**src/hdl/mexp_pkg.sv**
```systemverilog
// ----------------------------------------------------------------------------
// mexp_pkg
// Shared constants for the modular exponentiation block: configuration
// register indexes and the width of the register index.
// ----------------------------------------------------------------------------
`default_nettype none

package mexp_pkg;

    // Configuration register index width and register map
    localparam int CFG_IDX_W = 1;

    localparam logic [CFG_IDX_W-1:0] REG_MODULUS  = 1'b0;
    localparam logic [CFG_IDX_W-1:0] REG_EXPONENT = 1'b1;

endpackage

`default_nettype wire

```
**src/hdl/mexp_mulmod.sv**
```systemverilog
// ----------------------------------------------------------------------------
// mexp_mulmod
// Bit-serial shift-and-add modular multiplier: result = (a * b) mod n for
// a, b < n. Scans b from its top bit down, one bit per cycle, keeping the
// accumulator below n with a compare-and-subtract after the doubling and
// after the add. With a = 1 it reduces an arbitrary b modulo n.
// ----------------------------------------------------------------------------
`default_nettype none

module mexp_mulmod #(
    parameter int MOD_BITS = 31
) (
    input  wire logic                clk,
    input  wire logic                rst_n,
    input  wire logic                start,
    input  wire logic [MOD_BITS-1:0] a,
    input  wire logic [MOD_BITS-1:0] b,
    input  wire logic [MOD_BITS-1:0] n,
    output logic                     done,
    output logic [MOD_BITS-1:0]      result
);

    localparam int CW = (MOD_BITS > 1) ? $clog2(MOD_BITS) : 1;

    logic [MOD_BITS-1:0] a_reg;
    logic [MOD_BITS-1:0] b_reg;
    logic [MOD_BITS-1:0] n_reg;
    logic [MOD_BITS-1:0] acc_reg;
    logic [MOD_BITS-1:0] acc_next;
    logic [CW-1:0]       cnt_reg;
    logic                busy_reg;
    logic                done_reg;

    logic [MOD_BITS:0]   dbl;
    logic [MOD_BITS:0]   n_ext;
    logic [MOD_BITS:0]   red1;
    logic [MOD_BITS:0]   sum;
    logic [MOD_BITS:0]   red2;

    // One step: double, reduce, conditionally add a, reduce
    always_comb
    begin
        n_ext = {1'b0, n_reg};
        dbl   = {acc_reg, 1'b0};
        red1  = (dbl >= n_ext) ? (dbl - n_ext) : dbl;
        sum   = b_reg[MOD_BITS-1] ? (red1 + {1'b0, a_reg}) : red1;
        red2  = (sum >= n_ext) ? (sum - n_ext) : sum;
        acc_next = red2[MOD_BITS-1:0];
    end

    // Operand registers, bit counter and handshake
    always_ff @(posedge clk or negedge rst_n)
    begin
        if (!rst_n)
        begin
            busy_reg <= 1'b0;
            done_reg <= 1'b0;
            cnt_reg  <= '0;
        end
        else
        begin
            if (start)
            begin
                a_reg    <= a;
                b_reg    <= b;
                n_reg    <= n;
                acc_reg  <= '0;
                cnt_reg  <= CW'(MOD_BITS - 1);
                busy_reg <= 1'b1;
                done_reg <= 1'b0;
            end
            else if (busy_reg)
            begin
                acc_reg  <= acc_next;
                b_reg    <= {b_reg[MOD_BITS-2:0], 1'b0};
                cnt_reg  <= cnt_reg - 1'b1;
                // last bit: drop busy and pulse done
                busy_reg <= (cnt_reg != '0);
                done_reg <= (cnt_reg == '0);
            end
            else
            begin
                done_reg <= 1'b0;
            end
        end
    end

    assign done   = done_reg;
    assign result = acc_reg;

endmodule

`default_nettype wire

```
**src/hdl/modular_exponentiation.sv**
```systemverilog
// ----------------------------------------------------------------------------
// modular_exponentiation
// Right-to-left binary modular exponentiation: cipher = message^exponent
// mod modulus, one cipher word per message word.
// ----------------------------------------------------------------------------
// One item is in flight at a time; s_tready is high only while idle. All
// arithmetic goes through a single bit-serial modular multiplier. An item
// costs one product to reduce the message, one squaring per exponent bit
// and one further product per set exponent bit. A modulus below 2 returns
// 0 without using the multiplier. The result sits in an output register, so
// the next message may be taken while it waits. Configuration writes belong
// to idle periods only.
// ----------------------------------------------------------------------------
`default_nettype none

module modular_exponentiation
    import mexp_pkg::*;
#(
    parameter int EXP_BITS = 21,
    parameter int MOD_BITS = 31
) (
    input  wire logic                                 clk,
    input  wire logic                                 rst_n,
    // Input stream: tdata = message [MOD_BITS-1:0], zero padding above
    input  wire logic                                 s_tvalid,
    output logic                                      s_tready,
    input  wire logic [((MOD_BITS+7)/8)*8-1:0]        s_tdata,
    // Output stream: tdata = cipher [MOD_BITS-1:0], zero padding above
    output logic                                      m_tvalid,
    input  wire logic                                 m_tready,
    output logic [((MOD_BITS+7)/8)*8-1:0]             m_tdata,
    // Configuration write port
    input  wire logic                                 cfg_we,
    input  wire logic [CFG_IDX_W-1:0]                 cfg_index,
    input  wire logic [((MOD_BITS > EXP_BITS) ? MOD_BITS : EXP_BITS)-1:0] cfg_wdata
);

    localparam int DW = ((MOD_BITS + 7) / 8) * 8;
    localparam int JW = $clog2(EXP_BITS + 1);

    typedef enum logic [2:0] {
        ST_IDLE,
        ST_REDUCE,
        ST_STEP,
        ST_MUL,
        ST_SQR,
        ST_DONE
    } state_t;

    state_t              state_reg;
    logic [MOD_BITS-1:0] modulus_reg;
    logic [EXP_BITS-1:0] exponent_reg;
    logic [MOD_BITS-1:0] n_reg;
    logic [EXP_BITS-1:0] e_reg;
    logic [JW-1:0]       j_reg;
    logic [MOD_BITS-1:0] acc_reg;
    logic [MOD_BITS-1:0] sq_reg;
    logic                mm_start_reg;
    logic [MOD_BITS-1:0] mm_a_reg;
    logic [MOD_BITS-1:0] mm_b_reg;
    logic                m_tvalid_reg;
    logic [MOD_BITS-1:0] cipher_reg;

    logic                mm_done;
    logic [MOD_BITS-1:0] mm_result;
    logic                in_xfer;
    logic                mod_small;

    // Configuration registers
    always_ff @(posedge clk or negedge rst_n)
    begin
        if (!rst_n)
        begin
            modulus_reg  <= MOD_BITS'(2);
            exponent_reg <= EXP_BITS'(65537);
        end
        else if (cfg_we)
        begin
            case (cfg_index)
                REG_MODULUS:  modulus_reg  <= cfg_wdata[MOD_BITS-1:0];
                REG_EXPONENT: exponent_reg <= cfg_wdata[EXP_BITS-1:0];
                default:      ;
            endcase
        end
    end

    assign in_xfer   = s_tvalid && s_tready;
    assign mod_small = (modulus_reg[MOD_BITS-1:1] == '0);

    // Shared modular multiplier
    mexp_mulmod #(
        .MOD_BITS (MOD_BITS)
    ) u_mulmod (
        .clk    (clk),
        .rst_n  (rst_n),
        .start  (mm_start_reg),
        .a      (mm_a_reg),
        .b      (mm_b_reg),
        .n      (n_reg),
        .done   (mm_done),
        .result (mm_result)
    );

    // Sequencer: reduce, then square-and-multiply over the exponent bits
    always_ff @(posedge clk or negedge rst_n)
    begin
        if (!rst_n)
        begin
            state_reg    <= ST_IDLE;
            mm_start_reg <= 1'b0;
            m_tvalid_reg <= 1'b0;
            j_reg        <= '0;
        end
        else
        begin
            // Output transfer frees the register unless it is reloaded now
            if (m_tvalid_reg && m_tready && (state_reg != ST_DONE))
            begin
                m_tvalid_reg <= 1'b0;
            end

            case (state_reg)
                ST_IDLE:
                begin
                    if (in_xfer)
                    begin
                        n_reg   <= modulus_reg;
                        e_reg   <= exponent_reg;
                        j_reg   <= '0;
                        if (mod_small)
                        begin
                            acc_reg      <= '0;
                            mm_start_reg <= 1'b0;
                            state_reg    <= ST_DONE;
                        end
                        else
                        begin
                            // message mod n as 1 * message mod n
                            acc_reg      <= MOD_BITS'(1);
                            mm_a_reg     <= MOD_BITS'(1);
                            mm_b_reg     <= s_tdata[MOD_BITS-1:0];
                            mm_start_reg <= 1'b1;
                            state_reg    <= ST_REDUCE;
                        end
                    end
                    else
                    begin
                        mm_start_reg <= 1'b0;
                    end
                end

                ST_REDUCE:
                begin
                    mm_start_reg <= 1'b0;
                    if (mm_done)
                    begin
                        sq_reg    <= mm_result;
                        state_reg <= ST_STEP;
                    end
                end

                ST_STEP:
                begin
                    if (j_reg == JW'(EXP_BITS))
                    begin
                        mm_start_reg <= 1'b0;
                        state_reg    <= ST_DONE;
                    end
                    else if (e_reg[0])
                    begin
                        mm_a_reg     <= acc_reg;
                        mm_b_reg     <= sq_reg;
                        mm_start_reg <= 1'b1;
                        state_reg    <= ST_MUL;
                    end
                    else
                    begin
                        mm_a_reg     <= sq_reg;
                        mm_b_reg     <= sq_reg;
                        mm_start_reg <= 1'b1;
                        state_reg    <= ST_SQR;
                    end
                end

                ST_MUL:
                begin
                    if (mm_done)
                    begin
                        acc_reg      <= mm_result;
                        mm_a_reg     <= sq_reg;
                        mm_b_reg     <= sq_reg;
                        mm_start_reg <= 1'b1;
                        state_reg    <= ST_SQR;
                    end
                    else
                    begin
                        mm_start_reg <= 1'b0;
                    end
                end

                ST_SQR:
                begin
                    mm_start_reg <= 1'b0;
                    if (mm_done)
                    begin
                        sq_reg    <= mm_result;
                        e_reg     <= e_reg >> 1;
                        j_reg     <= j_reg + 1'b1;
                        state_reg <= ST_STEP;
                    end
                end

                ST_DONE:
                begin
                    mm_start_reg <= 1'b0;
                    // Load the output register once it is free
                    if (!m_tvalid_reg || m_tready)
                    begin
                        cipher_reg   <= acc_reg;
                        m_tvalid_reg <= 1'b1;
                        state_reg    <= ST_IDLE;
                    end
                end

                default:
                begin
                    mm_start_reg <= 1'b0;
                    state_reg    <= ST_IDLE;
                end
            endcase
        end
    end

    assign s_tready = (state_reg == ST_IDLE);
    assign m_tvalid = m_tvalid_reg;
    assign m_tdata  = DW'(cipher_reg);

endmodule

`default_nettype wire

```
**config.mk**
```make
export PLATFORM = sky130hd
export DESIGN_NAME = modular_exponentiation
export DESIGN_NICKNAME = d
export VERILOG_FILES = /design/src/hdl/mexp_pkg.sv /design/src/hdl/mexp_mulmod.sv /design/src/hdl/modular_exponentiation.sv
export SDC_FILE = /design/constraint.sdc
export NUM_CORES = 1
export LEC_CHECK = 0
export ABC_AREA = 1
export BUFFER_PORTS_ARGS = -buffer_cell sky130_fd_sc_hd__buf_2
export CORE_UTILIZATION = 35
export CTS_BUF_LIST = sky130_fd_sc_hd__clkbuf_8
export CTS_CLUSTER_SIZE = 20
export DETAILED_ROUTE_END_ITERATION = 10
export GPL_TIMING_DRIVEN = 1
export HOLD_SLACK_MARGIN = 0.12
export SLEW_MARGIN = 15
export SYNTH_ARGS = -nofsm -noshare
export SYNTH_HDL_FRONTEND = slang
export SYNTH_SLANG_ARGS = --single-unit
```
**constraint.sdc**
```tcl
create_clock -name clk -period 8.6 [get_ports clk]
set_input_delay 1.29 -clock clk [delete_from_list [all_inputs] [get_ports clk]]
set_output_delay 1.29 -clock clk [all_outputs]
set_load 0.1 [all_outputs]
```
=== After elaboration in Yosys (flattened, before gate mapping) ===
Cells that the tools add are included.

* Eq/ne operators: 14
* Mux-type cells: 48
* $lt $le $gt $ge: 2
* $add $sub $neg: 5
* Reductions and logical operators: 26
* Bitwise gates (word level): 1

{| class="wikitable"
|+ Operator list
! cell !! count
|-
| two-way mux 31 bit || 14
|-
| case mux 31 bit (3 select lines) || 2
|-
| greater-or-equal comparator 32 x 31 -> 1 bit || 2
|-
| two-way mux 32 bit || 2
|-
| case mux 31 bit (2 select lines) || 1
|-
| two-way mux 21 bit || 2
|-
| case mux 21 bit (2 select lines) || 1
|-
| adder 32 x 31 -> 32 bit || 1
|-
| subtractor 32 x 31 -> 32 bit || 1
|-
| subtractor 31 bit || 1
|-
| logical NOT 30 bit || 1
|-
| two-way mux 3 bit || 7
|-
| two-way mux 5 bit || 4
|-
| case mux 3 bit (5 select lines) || 1
|-
| two-way mux 1 bit || 12
|-
| AND reduction 3 bit || 4
|-
| AND reduction 4 bit || 3
|-
| case mux 5 bit (2 select lines) || 1
|-
| inequality test 2 x 1 -> 1 bit, second input constant || 4
|-
| AND reduction 2 bit || 4
|-
| == test 3 x 2 -> 1 bit, second input constant || 2
|-
| == test 3 bit, second input constant || 2
|-
| inequality test 2 bit, second input constant || 3
|-
| AND reduction 6 bit || 1
|-
| 16 further kinds || 20
|}

* Logic and storage cells: 116
* Register bits: 400
* Output and inout bits: 34
* Bits of input ports: 69

=== Logic depth before layout (Yosys ltp) ===
Gate-level depths: netlist of run 1.

* Word-level depth: 7
* Mapped depth: 45

=== Modules after synthesis ===
From an unflattened synthesis of run 1, not the netlist that was laid out.

* Cells, all modules: 2817
* Area total of the unflattened synthesis: 23198.5 um^2

{| class="wikitable"
|+ By module, submodules not included
! module !! instances !! area each (um^2) !! cells an instance !! seq. area each (um^2)
|-
| mexp_mulmod || 1 || 12675.9 || 1921 || 3898.7
|-
| modular_exponentiation || 1 || 10522.6 || 896 || 7771.2
|}

=== Worst setup path before layout of run 1 ===
No wires, ideal clock.

* Kind: reg-to-reg
* Start point: register state_reg[1]
* End point: register mm_a_reg[0], enable pin
* Stages on the path, launching flop included: 8
* Period minus slack after synthesis: 7.123 ns
* Slack: 1.477 ns
* Library setup time: 0.558 ns
* Arrival: 6.565 ns
* Cells stage by stage: dfrtp_1 nor2_1 inv_1 nor2_1 inv_1 nand2_1 nand2_1 nor3_1

* Longest elaborated chain between the ends: 4

{| class="wikitable"
|+ RTL lines
! element !! RTL line !! source
|-
| from (decl) || modular_exponentiation.sv:50 || <nowiki>state_t state_reg;</nowiki>
|-
| from (signal assigned) || modular_exponentiation.sv:109 || <nowiki>state_reg <= ST_IDLE;</nowiki>
|-
| from (signal assigned) || modular_exponentiation.sv:134 || <nowiki>state_reg <= ST_DONE;</nowiki>
|-
| from (signal assigned) || modular_exponentiation.sv:143 || <nowiki>state_reg <= ST_REDUCE;</nowiki>
|-
| logical NOT 3 bit (*) || modular_exponentiation.sv:234 || <nowiki>assign s_tready = (state_reg == ST_IDLE);</nowiki>
|-
| via s_tready || modular_exponentiation.sv:26 || <nowiki>output logic s_tready,</nowiki>
|-
| logical AND 1 bit || modular_exponentiation.sv:87 || <nowiki>assign in_xfer = s_tvalid && s_tready;</nowiki>
|-
| inequality test 2 x 1 -> 1 bit (no source line) || - ||
|-
| AND reduction 6 bit (no source line) (*) || - ||
|-
| to (signal assigned) || modular_exponentiation.sv:171 || <nowiki>mm_a_reg <= acc_reg;</nowiki>
|-
| to (signal assigned) || modular_exponentiation.sv:178 || <nowiki>mm_a_reg <= sq_reg;</nowiki>
|-
| to (signal assigned) || modular_exponentiation.sv:190 || <nowiki>mm_a_reg <= sq_reg;</nowiki>
|-
| to (decl) || modular_exponentiation.sv:59 || <nowiki>logic [MOD_BITS-1:0] mm_a_reg;</nowiki>
|}

Mark *: on every way through the listed nets, which the timed path passes. The rest lies on a longest branch.
A chain may end at the register's enable or synchronous reset.

=== Worst setup path after layout of run 1 ===
* Start point: register u_mulmod.acc_reg[13] (netlist: u_mulmod.result[13])
* End point: register u_mulmod.acc_reg[25] (netlist: u_mulmod.result[25]), data pin

* Longest elaborated chain between the ends: 7

{| class="wikitable"
|+ RTL lines
! element !! RTL line !! source
|-
| from (decl) || mexp_mulmod.sv:28 || <nowiki>logic [MOD_BITS-1:0] acc_reg;</nowiki>
|-
| from (signal assigned) || mexp_mulmod.sv:74 || <nowiki>acc_reg <= acc_next;</nowiki>
|-
| subtractor 32 x 31 -> 32 bit / greater-or-equal comparator 32 x 31 -> 1 bit (equally long branches) || mexp_mulmod.sv:45 || <nowiki>red1 = (dbl >= n_ext) ? (dbl - n_ext) : dbl;</nowiki>
|-
| two-way mux 32 bit (*) || mexp_mulmod.sv:45 ||
|-
| adder 32 x 31 -> 32 bit || mexp_mulmod.sv:46 || <nowiki>sum = b_reg[MOD_BITS-1] ? (red1 + {1'b0, a_reg}) : red1;</nowiki>
|-
| two-way mux 32 bit (*) || mexp_mulmod.sv:46 ||
|-
| subtractor 31 bit / greater-or-equal comparator 32 x 31 -> 1 bit (equally long branches) || mexp_mulmod.sv:47 || <nowiki>red2 = (sum >= n_ext) ? (sum - n_ext) : sum;</nowiki>
|-
| two-way mux 31 bit (*) || mexp_mulmod.sv:47 ||
|-
| two-way mux 31 bit (*) || mexp_mulmod.sv:72 || <nowiki>else if (busy_reg)</nowiki>
|}

Every way passes the cells marked *; elsewhere a longest branch is shown, timed or not.

==> impl_metrics.yaml, run 1 <==
sta:
  period_needed_ns: 7.190
  fmax_mhz: 139.1
  max-slew-margin-rel_pct: 31.68
  timing.setup.tns_ns: 0
  hold_slack_ns: 0.4026
  tightest_slew_ns: 1.025
  finalHoldViolCount: 0
  setup_viol: 0
  finClkSkew_ns: 0.03798
  drv_slew: 0
  rsz0062_at_grt: "no"
  period_share_pct: 83.60
placed_design:
  hpwl_um: 48020
  io_buffers: 100
  place_congestion: 0.9387
  placedCellCount: 3637
final_layout:
  fill_cells: 6624
  area_growth_syn_to_layout_pct: 12.50
  layoutNonFillerInstCount: 3766
  fin_util_pct: 39.79
  drive_above_1_share_pct: 9.488
  nets: 3023
critical_path:
  rr_worst_depth: 38
  r2r-start: "u_mulmod.result[13]$_SDFFCE_PP0P_"
  worstPathMaxFanout: 32
  r2r_setup_slack_ns: 1.41
  reg2reg_to: "u_mulmod.result[25]$_SDFFCE_PP0P_"
  slowest_stage: "edfxtp_1"
  arrival_ns: 7.73
  cpPeakStageDelay_ns: 0.53
  criticalPathCategory: "reg2reg"
  endpoint_kind: "flip-flop"
  startpoint_type: "flip-flop"
  cp_data_required_time_ns: 9.14
  crit_top_cell: "nand2_1"
global_routing:
  grt.total_usage_pct: 19.25
  gr-total-overflow: 0
  antenna_found_initial: 1
  grt_pass1_wl_um: 98300
  grt_pass1_vias: 17680
  grt_start_max_net_pins: 74
die:
  dieArea_mm2: 0.06605
  dieWidth_um: 257.0
  die_y_um: 257.0
  io_pins: 103
  num_rows: 93
  core_mm2: 0.06435
  start_util_pct: 35.37
min_path:
  min_path_cells: 0
  min_path_type: "reg2reg"
  min_from: "n_reg[0]$_DFFE_PP_"
  hold_end: "u_mulmod.n_reg[0]$_DFFE_PP_"
detailed_routing:
  postRouteAntennaNets: 0
  avgRoutedWirePerCell_um: 16.68
  routed_wl_um: 62820
  post-route-drc-count: 0
  vias: 17890
  viasPerCell: 4.751
  drt_iter0_drc: 1447
  first_pass_iters: 5
logic_synthesis:
  synthAdderAreaFrac_pct: 5.597
  synthXorXnorAreaFrac_pct: 2.040
  synth_simple_gate_area_share_pct: 27.27
  synth-compound-area-share_pct: 5.745
  synth_mux_area_share_pct: 0.4948
  synth_area_leader_cell: "edfxtp_1"
  synth_cells: 2730
  ys_ff_latch: 400
  ys_types: 52
  synth_ff_type: "edfxtp_1"
  synth_top_family_by_area: "simple AND/OR/NAND/NOR gates"
  synth_area_leaders: "edfxtp_1 (44%), nand2_1 (16%), dfrtp_1 (7.3%)"
  synth_most_common_cell: "nand2_1"
  synth_edf_count: 331
  postSynthNetCount: 2899
  synth_warnings: 0
  yosysSeqAreaShare_pct: 51.28
  synth_area_per_cell_um2: 8.336
  synth_top_area_share_pct: 43.67
  async_flop_share_pct: 17.25
  yosys-top-cells-count: "nand2_1 (985), inv_1 (365), edfxtp_1 (331)"
  syn_area_mm2: 0.02276
clock_network:
  cts_num_sinks: 400
  cts-root-buf: "clkbuf_8"
  cts_resized: 0
  cts_hold_buf: 0
  htree_levels: 3
  insertion_delay_ns: 0.70
  cts_made_buffers: 70
  path_clk_slew_ns: 0.06
  post_cts_buffers: 0
  cts_tree: "done"
  clock_path_buffers: 3
outcome:
  outcome: "completed"
job:
  cap_violations: 0
-- final cells by class --
class	count	area, um2	area share (%)
sequential	400	11670	45.58
multi-input combinational	1888	9420	36.79
inverter	371	1393	5.439
clock buffer	82	1129	4.408
tap	855	1070	4.178
timing repair buffer	123	675.6	2.639
clock inverter	45	240.2	0.9383
antenna	2	5.005	0.01955
-- per-layer routing --
layer / part of all wire, % / global-route usage (%) / up-vias / wire (um)
li1: - / - / 9167 / -
met1: 48 / 26.45 / 8176 / 29850
met2: 45 / 30.78 / 446 / 28290
met3: 4.6 / 3.093 / 103 / 2882
met4: 2.9 / 6.465 / 0 / 1795
met5: 0 / 0 / - / 0
-- kinds of logic after synthesis --
logic type / after synthesis
AOI/OAI and AO/OA: 235
xor gates and xnor gates: 53
adders and majority gates: 100
buffers and inverters: 442
DFF: 400
muxes: 10
other: 1
and+or+nand+nor: 1489
-- stage by stage --
step | instance area (um2) | worst slack [ns]
2_1_floorplan | 22760 | 1.477
3_3_place_gp | 24220 | 1.499
3_5_place_dp | 24230 | 1.503
4_1_cts | 25590 | 1.476
5_1_grt | 25600 | 0.6926
6_report | 25600 | 1.410
-- placed cells by master, fill, tap and decap left out, types with 24 or more instances in the layout --
cell type    n
dfrtp_1     66
nor2_1     157
edfxtp_1   331
nand4_1     38
clkbuf_8    82
xnor2_1     28
ha_1        97
buf_2       99
a21oi_1     90
nand2_1    983
o21ai_0     95
nand3_1    228
inv_1      390
xor2_1      25
buf_4       24
-- worst max path at each step --
stage / depth (start not counted) / endpoint / from
after floorplan: 7 / mm_a_reg[0]$_DFFE_PP_ / state_reg[1]$_DFFE_PN0P_
after global placement: 38 / u_mulmod.result[23]$_SDFFCE_PP0P_ / u_mulmod.result[13]$_SDFFCE_PP0P_
after detailed placement: 38 / u_mulmod.result[23]$_SDFFCE_PP0P_ / u_mulmod.result[13]$_SDFFCE_PP0P_
after CTS: 38 / u_mulmod.result[23]$_SDFFCE_PP0P_ / u_mulmod.result[13]$_SDFFCE_PP0P_
after global routing: 41 / u_mulmod.result[25]$_SDFFCE_PP0P_ / u_mulmod.result[14]$_SDFFCE_PP0P_
final: 38 / u_mulmod.result[25]$_SDFFCE_PP0P_ / u_mulmod.result[13]$_SDFFCE_PP0P_
-- worst max-delay path: cells and delay by family, from the launching register on --
family          cells  cell delay, ns
simple gates       25            3.63
flops               1            0.53
fa+ha+maj           3            1.17
compound gates      3            0.58
buf+inv             7            1.08
Power of run 1 is not shown: default switching activity piles up to over one toggle a cycle in this logic, so the estimate is an artifact.
==> run 2: changes to the inputs <==
==> constraint.sdc (replaced) <==
create_clock -name clk -period 6 [get_ports clk]
set_input_delay 0.9 -clock clk [delete_from_list [all_inputs] [get_ports clk]]
set_output_delay 0.9 -clock clk [all_outputs]
set_load 0.1 [all_outputs]
==> impl_metrics.yaml, run 2 (synthesized netlist as in run 1, its figures left out) <==
critical_path:
  cpPeakStageDelay_ns: 0.38
  worstPathMaxFanout: 11
  endpoint_kind: "flip-flop"
  criticalPathCategory: "reg2reg"
  startpoint_type: "flip-flop"
  reg2reg_to: "u_mulmod.result[13]$_SDFFCE_PP0P_"
  r2r-start: "u_mulmod.n_reg[19]$_DFFE_PP_"
  cp_data_required_time_ns: 6.41
  cp-endpoint: "u_mulmod.result[13]$_SDFFCE_PP0P_"
  arrival_ns: 6.10
  cp.depth: 42
  crit_top_cell: "nand2_1"
  cp-startpoint: "u_mulmod.n_reg[19]$_DFFE_PP_"
  cp_top_family: "simple AND/OR/NAND/NOR gates"
  rr_worst_depth: 42
  slowest_stage: "edfxtp_1"
  crit_buf_inv: 7
  r2r_setup_slack_ns: 0.31
sta:
  max-slew-margin-rel_pct: 37.51
  finClkSkew_ns: 0.03024
  finalHoldViolCount: 0
  period_share_pct: 94.88
  setup_viol: 0
  period_needed_ns: 5.693
  drv_slew: 0
  tightest_slew_ns: 0.9374
  fmax_mhz: 175.7
  fin_ws_ns: 0.3071
  rsz0062_at_grt: "yes"
die:
  core_mm2: 0.06435
  dieWidth_um: 257.0
  io_pins: 103
  num_rows: 93
  start_util_pct: 35.37
  dieArea_mm2: 0.06605
  die_y_um: 257.0
outcome:
  outcome: "completed"
detailed_routing:
  postRouteAntennaNets: 0
  post-route-drc-count: 0
  drt_iter0_drc: 1351
  routed_wl_um: 66770
  first_pass_iters: 5
  viasPerCell: 4.751
  vias: 19390
  avgRoutedWirePerCell_um: 16.36
min_path:
  min_path_type: "reg2reg"
final_layout:
  register_area_mm2: 0.01167
  n_antenna_cell: 0
  area_growth_syn_to_layout_pct: 27.17
  multiInputGateArea_mm2: 0.01031
  final_common_cell: "nand2_1"
  nets: 3341
  layout_common_cells: "nand2_1 (936), inv_1 (368), edfxtp_1 (331), buf_4 (328), nand3_1 (216)"
  fill_cells: 6371
  drive_above_1_share_pct: 23.59
clock_network:
  cts_made_buffers: 72
  insertion_delay_ns: 0.66
  cts-root-buf: "clkbuf_8"
  cts_tree: "done"
  cts_num_sinks: 400
  clock_path_buffers: 3
  htree_levels: 3
  path_clk_slew_ns: 0.06
placed_design:
  place_congestion: 0.9610
  io_buffers: 100
  hpwl_um: 51320
  post-place-ws_ns: -0.07832
global_routing:
  grt_pass1_vias: 18710
  grt_start_max_net_pins: 63
  grt_pass1_wl_um: 102100
  antenna_found_initial: 1
  gr-total-overflow: 0
  grt.total_usage_pct: 19.92
job:
  cap_violations: 0
run 2: cell count changes in the layout (fill, tap and decap cells not counted), sizes merged:
cell         change
inv             -11
diode            -2
clkbuf           -2
clkinv          +15
clkinvlp         +2
buf            +312
dlygate4sd3      +1
run 2: layer usage:
metal | wire, um | vias up | track usage (%)
met2 | 30530 | 428 | 32.33
li1 | - | 9829 | -
met3 | 2704 | 121 | 2.709
met4 | 1985 | 2 | 6.498
met5 | 8 | - | 0
met1 | 31530 | 9009 | 27.36
run 2: how the worst min path moves through the flow:
stage                            from                            to  slack [ns]  cells past startpoint
2_1_floorplan   mm_a_reg[0]$_DFFE_PP_   u_mulmod.a_reg[0]$_DFFE_PP_        0.40                      0
3_3_place_gp      n_reg[13]$_DFFE_PP_  u_mulmod.n_reg[13]$_DFFE_PP_        0.40                      0
3_5_place_dp   mm_a_reg[20]$_DFFE_PP_  u_mulmod.a_reg[20]$_DFFE_PP_        0.40                      0
4_1_cts           n_reg[18]$_DFFE_PP_  u_mulmod.n_reg[18]$_DFFE_PP_        0.39                      0
5_1_grt           n_reg[19]$_DFFE_PP_  u_mulmod.n_reg[19]$_DFFE_PP_        0.40                      0
6_report          n_reg[19]$_DFFE_PP_  u_mulmod.n_reg[19]$_DFFE_PP_        0.39                      0
run 2: layout make-up:
cell class	count	area share, %
clock buffer	77	3.662
clock inverter	51	0.9295
inverter	371	4.812
multi-input combinational	1888	35.62
sequential	400	40.32
tap	855	3.696
timing repair buffer	439	10.96
run 2: what timing repair did:
action,4_1_cts,5_1_grt
setup buffers,0,9
hold endpoints to repair,13,0
gates cloned,0,3
pin swaps,0,42
hold buffers,1,0
resized for setup,6,191
endpoints found under the setup margin,31,31
run 2: through the flow:
step	cells	setup TNS (ns)	utilization (%)	area (um2)	hold slack (ns)
floorplan	2730	0	-	22760	0.4003
CTS	4069	0	43.35	27890	0.3945
finish	4081	0	44.98	28940	0.3939
detailed placement	3940	-1.621	41.24	26530	0.4045
global placement	3940	-2.177	41.24	26530	0.4005
global route	4081	-1.283	44.98	28940	0.3986
run 2: worst reg2reg max path, delay by kind of cell, from the launching register on:
| family | cells | cell delay [ns] |
|---|---|---|
| flops | 1 | 0.38 |
| simple gates | 31 | 3.08 |
| buf+inv | 7 | 0.93 |
| fa+ha+maj | 3 | 0.86 |
| compound gates | 1 | 0.18 |
Power of run 2 is left out for the same reason.
==> run 3: changes to the inputs <==
--- a/config.mk
+++ b/config.mk
@@ -7,13 +7,15 @@
 export LEC_CHECK = 0
 export ABC_AREA = 1
 export BUFFER_PORTS_ARGS = -buffer_cell sky130_fd_sc_hd__buf_2
-export CORE_UTILIZATION = 35
+export CORE_UTILIZATION = 58
 export CTS_BUF_LIST = sky130_fd_sc_hd__clkbuf_8
 export CTS_CLUSTER_SIZE = 20
 export DETAILED_ROUTE_END_ITERATION = 10
 export GPL_TIMING_DRIVEN = 1
 export HOLD_SLACK_MARGIN = 0.12
+export PLACE_DENSITY = 0.79
 export SLEW_MARGIN = 15
 export SYNTH_ARGS = -nofsm -noshare
 export SYNTH_HDL_FRONTEND = slang
 export SYNTH_SLANG_ARGS = --single-unit
+export TNS_END_PERCENT = 5
==> impl_metrics.yaml, run 3 (synthesized netlist as in run 1, its figures left out) <==
outcome:
  outcome: "completed"
global_routing:
  grt_start_max_net_pins: 63
  gr-total-overflow: 0
  grt.total_usage_pct: 34.44
  antenna_found_initial: 1
  grt_pass1_wl_um: 103200
  grt_pass1_vias: 20160
critical_path:
  rr_worst_depth: 39
  r2r_setup_slack_ns: 0.31
  cp.depth: 39
  arrival_ns: 6.06
  cp_data_required_time_ns: 6.37
  r2r-start: "u_mulmod.result[0]$_SDFFCE_PP0P_"
  criticalPathCategory: "reg2reg"
  slowest_stage: "edfxtp_1"
  endpoint_kind: "flip-flop"
  crit_top_cell: "nand2_1"
  worstPathMaxFanout: 15
  cp_top_family: "simple AND/OR/NAND/NOR gates"
  cpPeakStageDelay_ns: 0.50
  cp-endpoint: "u_mulmod.result[26]$_SDFFCE_PP0P_"
  reg2reg_to: "u_mulmod.result[26]$_SDFFCE_PP0P_"
  cp-startpoint: "u_mulmod.result[0]$_SDFFCE_PP0P_"
  crit_buf_inv: 6
  startpoint_type: "flip-flop"
clock_network:
  insertion_delay_ns: 0.63
  cts_tree: "done"
  cts_hold_buf: 0
  path_clk_slew_ns: 0.06
  cts_num_sinks: 400
  cts-root-buf: "clkbuf_8"
  clock_path_buffers: 3
  cts_made_buffers: 66
  htree_levels: 3
sta:
  period_needed_ns: 5.689
  finalHoldViolCount: 0
  tightest_slew_ns: 1.225
  finClkSkew_ns: 0.03876
  fmax_mhz: 175.8
  setup_viol: 0
  max-slew-margin-rel_pct: 17.86
  hold_slack_ns: 0.3758
  period_share_pct: 94.82
  drv_slew: 0
placed_design:
  io_buffers: 100
  placedCellCount: 3617
  dpl_cell_area_mm2: 0.02620
  hpwl_um: 51510
  place_congestion: 0.9768
die:
  core_mm2: 0.03865
  io_pins: 103
  dieWidth_um: 200.1
  start_util_pct: 58.89
  die_y_um: 200.1
  dieArea_mm2: 0.04003
  num_rows: 72
min_path:
  min_path_type: "in2async"
final_layout:
  nets: 3347
  design_area_mm2: 0.02832
  layoutNonFillerInstCount: 3745
  layout_common_cells: "nand2_1 (947), inv_1 (378), buf_4 (341), edfxtp_1 (331), nand3_1 (220)"
  drive_above_1_share_pct: 22.78
  n_antenna_cell: 0
  final_common_cell: "nand2_1"
  fill_cells: 2883
  area_growth_syn_to_layout_pct: 24.44
detailed_routing:
  avgRoutedWirePerCell_um: 18.31
  vias: 20410
  first_pass_iters: 6
  drt_iter0_drc: 1668
  postRouteAntennaNets: 0
  post-route-drc-count: 0
  viasPerCell: 5.450
  routed_wl_um: 68560
job:
  cap_violations: 0
[run 3: through the flow]
stage | utilization, % | setup WS [ns] | TNS, ns
floorplan | - | 0.6569 | 0
global placement | 67.80 | 0.03055 | 0
detailed placement | 67.80 | -0.1686 | -3.317
CTS | 71.30 | 0.005684 | 0
global route | 73.28 | -0.03472 | -0.2699
finish | 73.28 | 0.3111 | 0
[run 3: repair_timing]
item                       4_1_cts  5_1_grt
gates resized for setup         11      159
buffers inserted                 3        6
setup endpoints to repair       31       31
gates cloned                     0        2
pin swaps                        2       37
[run 3: final cells by class]
cell class              instances  area [um2]  area share (%)
clock buffers                  70       963.4           3.402
well taps                     518       648.1           2.288
clock inverters                47       329.1           1.162
multi-input cells            1888       10090           35.62
repair buffers                451        3228           11.40
flip-flops and latches        400       11670           41.21
inverters                     371        1395           4.926
[run 3: worst register-to-register path, delay by kind of cell (launching register included)]
kind | cells | cell delay, ns
compound gates | 3 | 0.59
fa+ha+maj | 3 | 1.01
buf+inv | 6 | 0.77
flops | 1 | 0.50
simple gates | 27 | 2.56
[run 3: per-layer routing]
layer	routed length (um)	global-route usage, %	up-vias	share of wire, %
met2	33860	60.87	858	49
met1	27410	42.62	9567	40
met5	0	0	-	0
met3	4770	4.066	156	7.0
li1	-	-	9830	-
met4	2520	14.65	0	3.7
[run 3: worst min-delay path by stage]
| stage | from | end | slack [ns] | cells past startpoint |
|---|---|---|---|---|
| after global routing | rst_n | mm_start_reg$_DFF_PN0_ | 0.37 | 1 |
| after global placement | n_reg[8]$_DFFE_PP_ | u_mulmod.n_reg[8]$_DFFE_PP_ | 0.40 | 0 |
| after floorplan | mm_a_reg[0]$_DFFE_PP_ | u_mulmod.a_reg[0]$_DFFE_PP_ | 0.40 | 0 |
| after detailed placement | mm_a_reg[22]$_DFFE_PP_ | u_mulmod.a_reg[22]$_DFFE_PP_ | 0.40 | 0 |
| final | rst_n | mm_start_reg$_DFF_PN0_ | 0.38 | 1 |
| after CTS | rst_n | mm_start_reg$_DFF_PN0_ | 0.34 | 1 |
Power of run 3 is left out for the same reason.
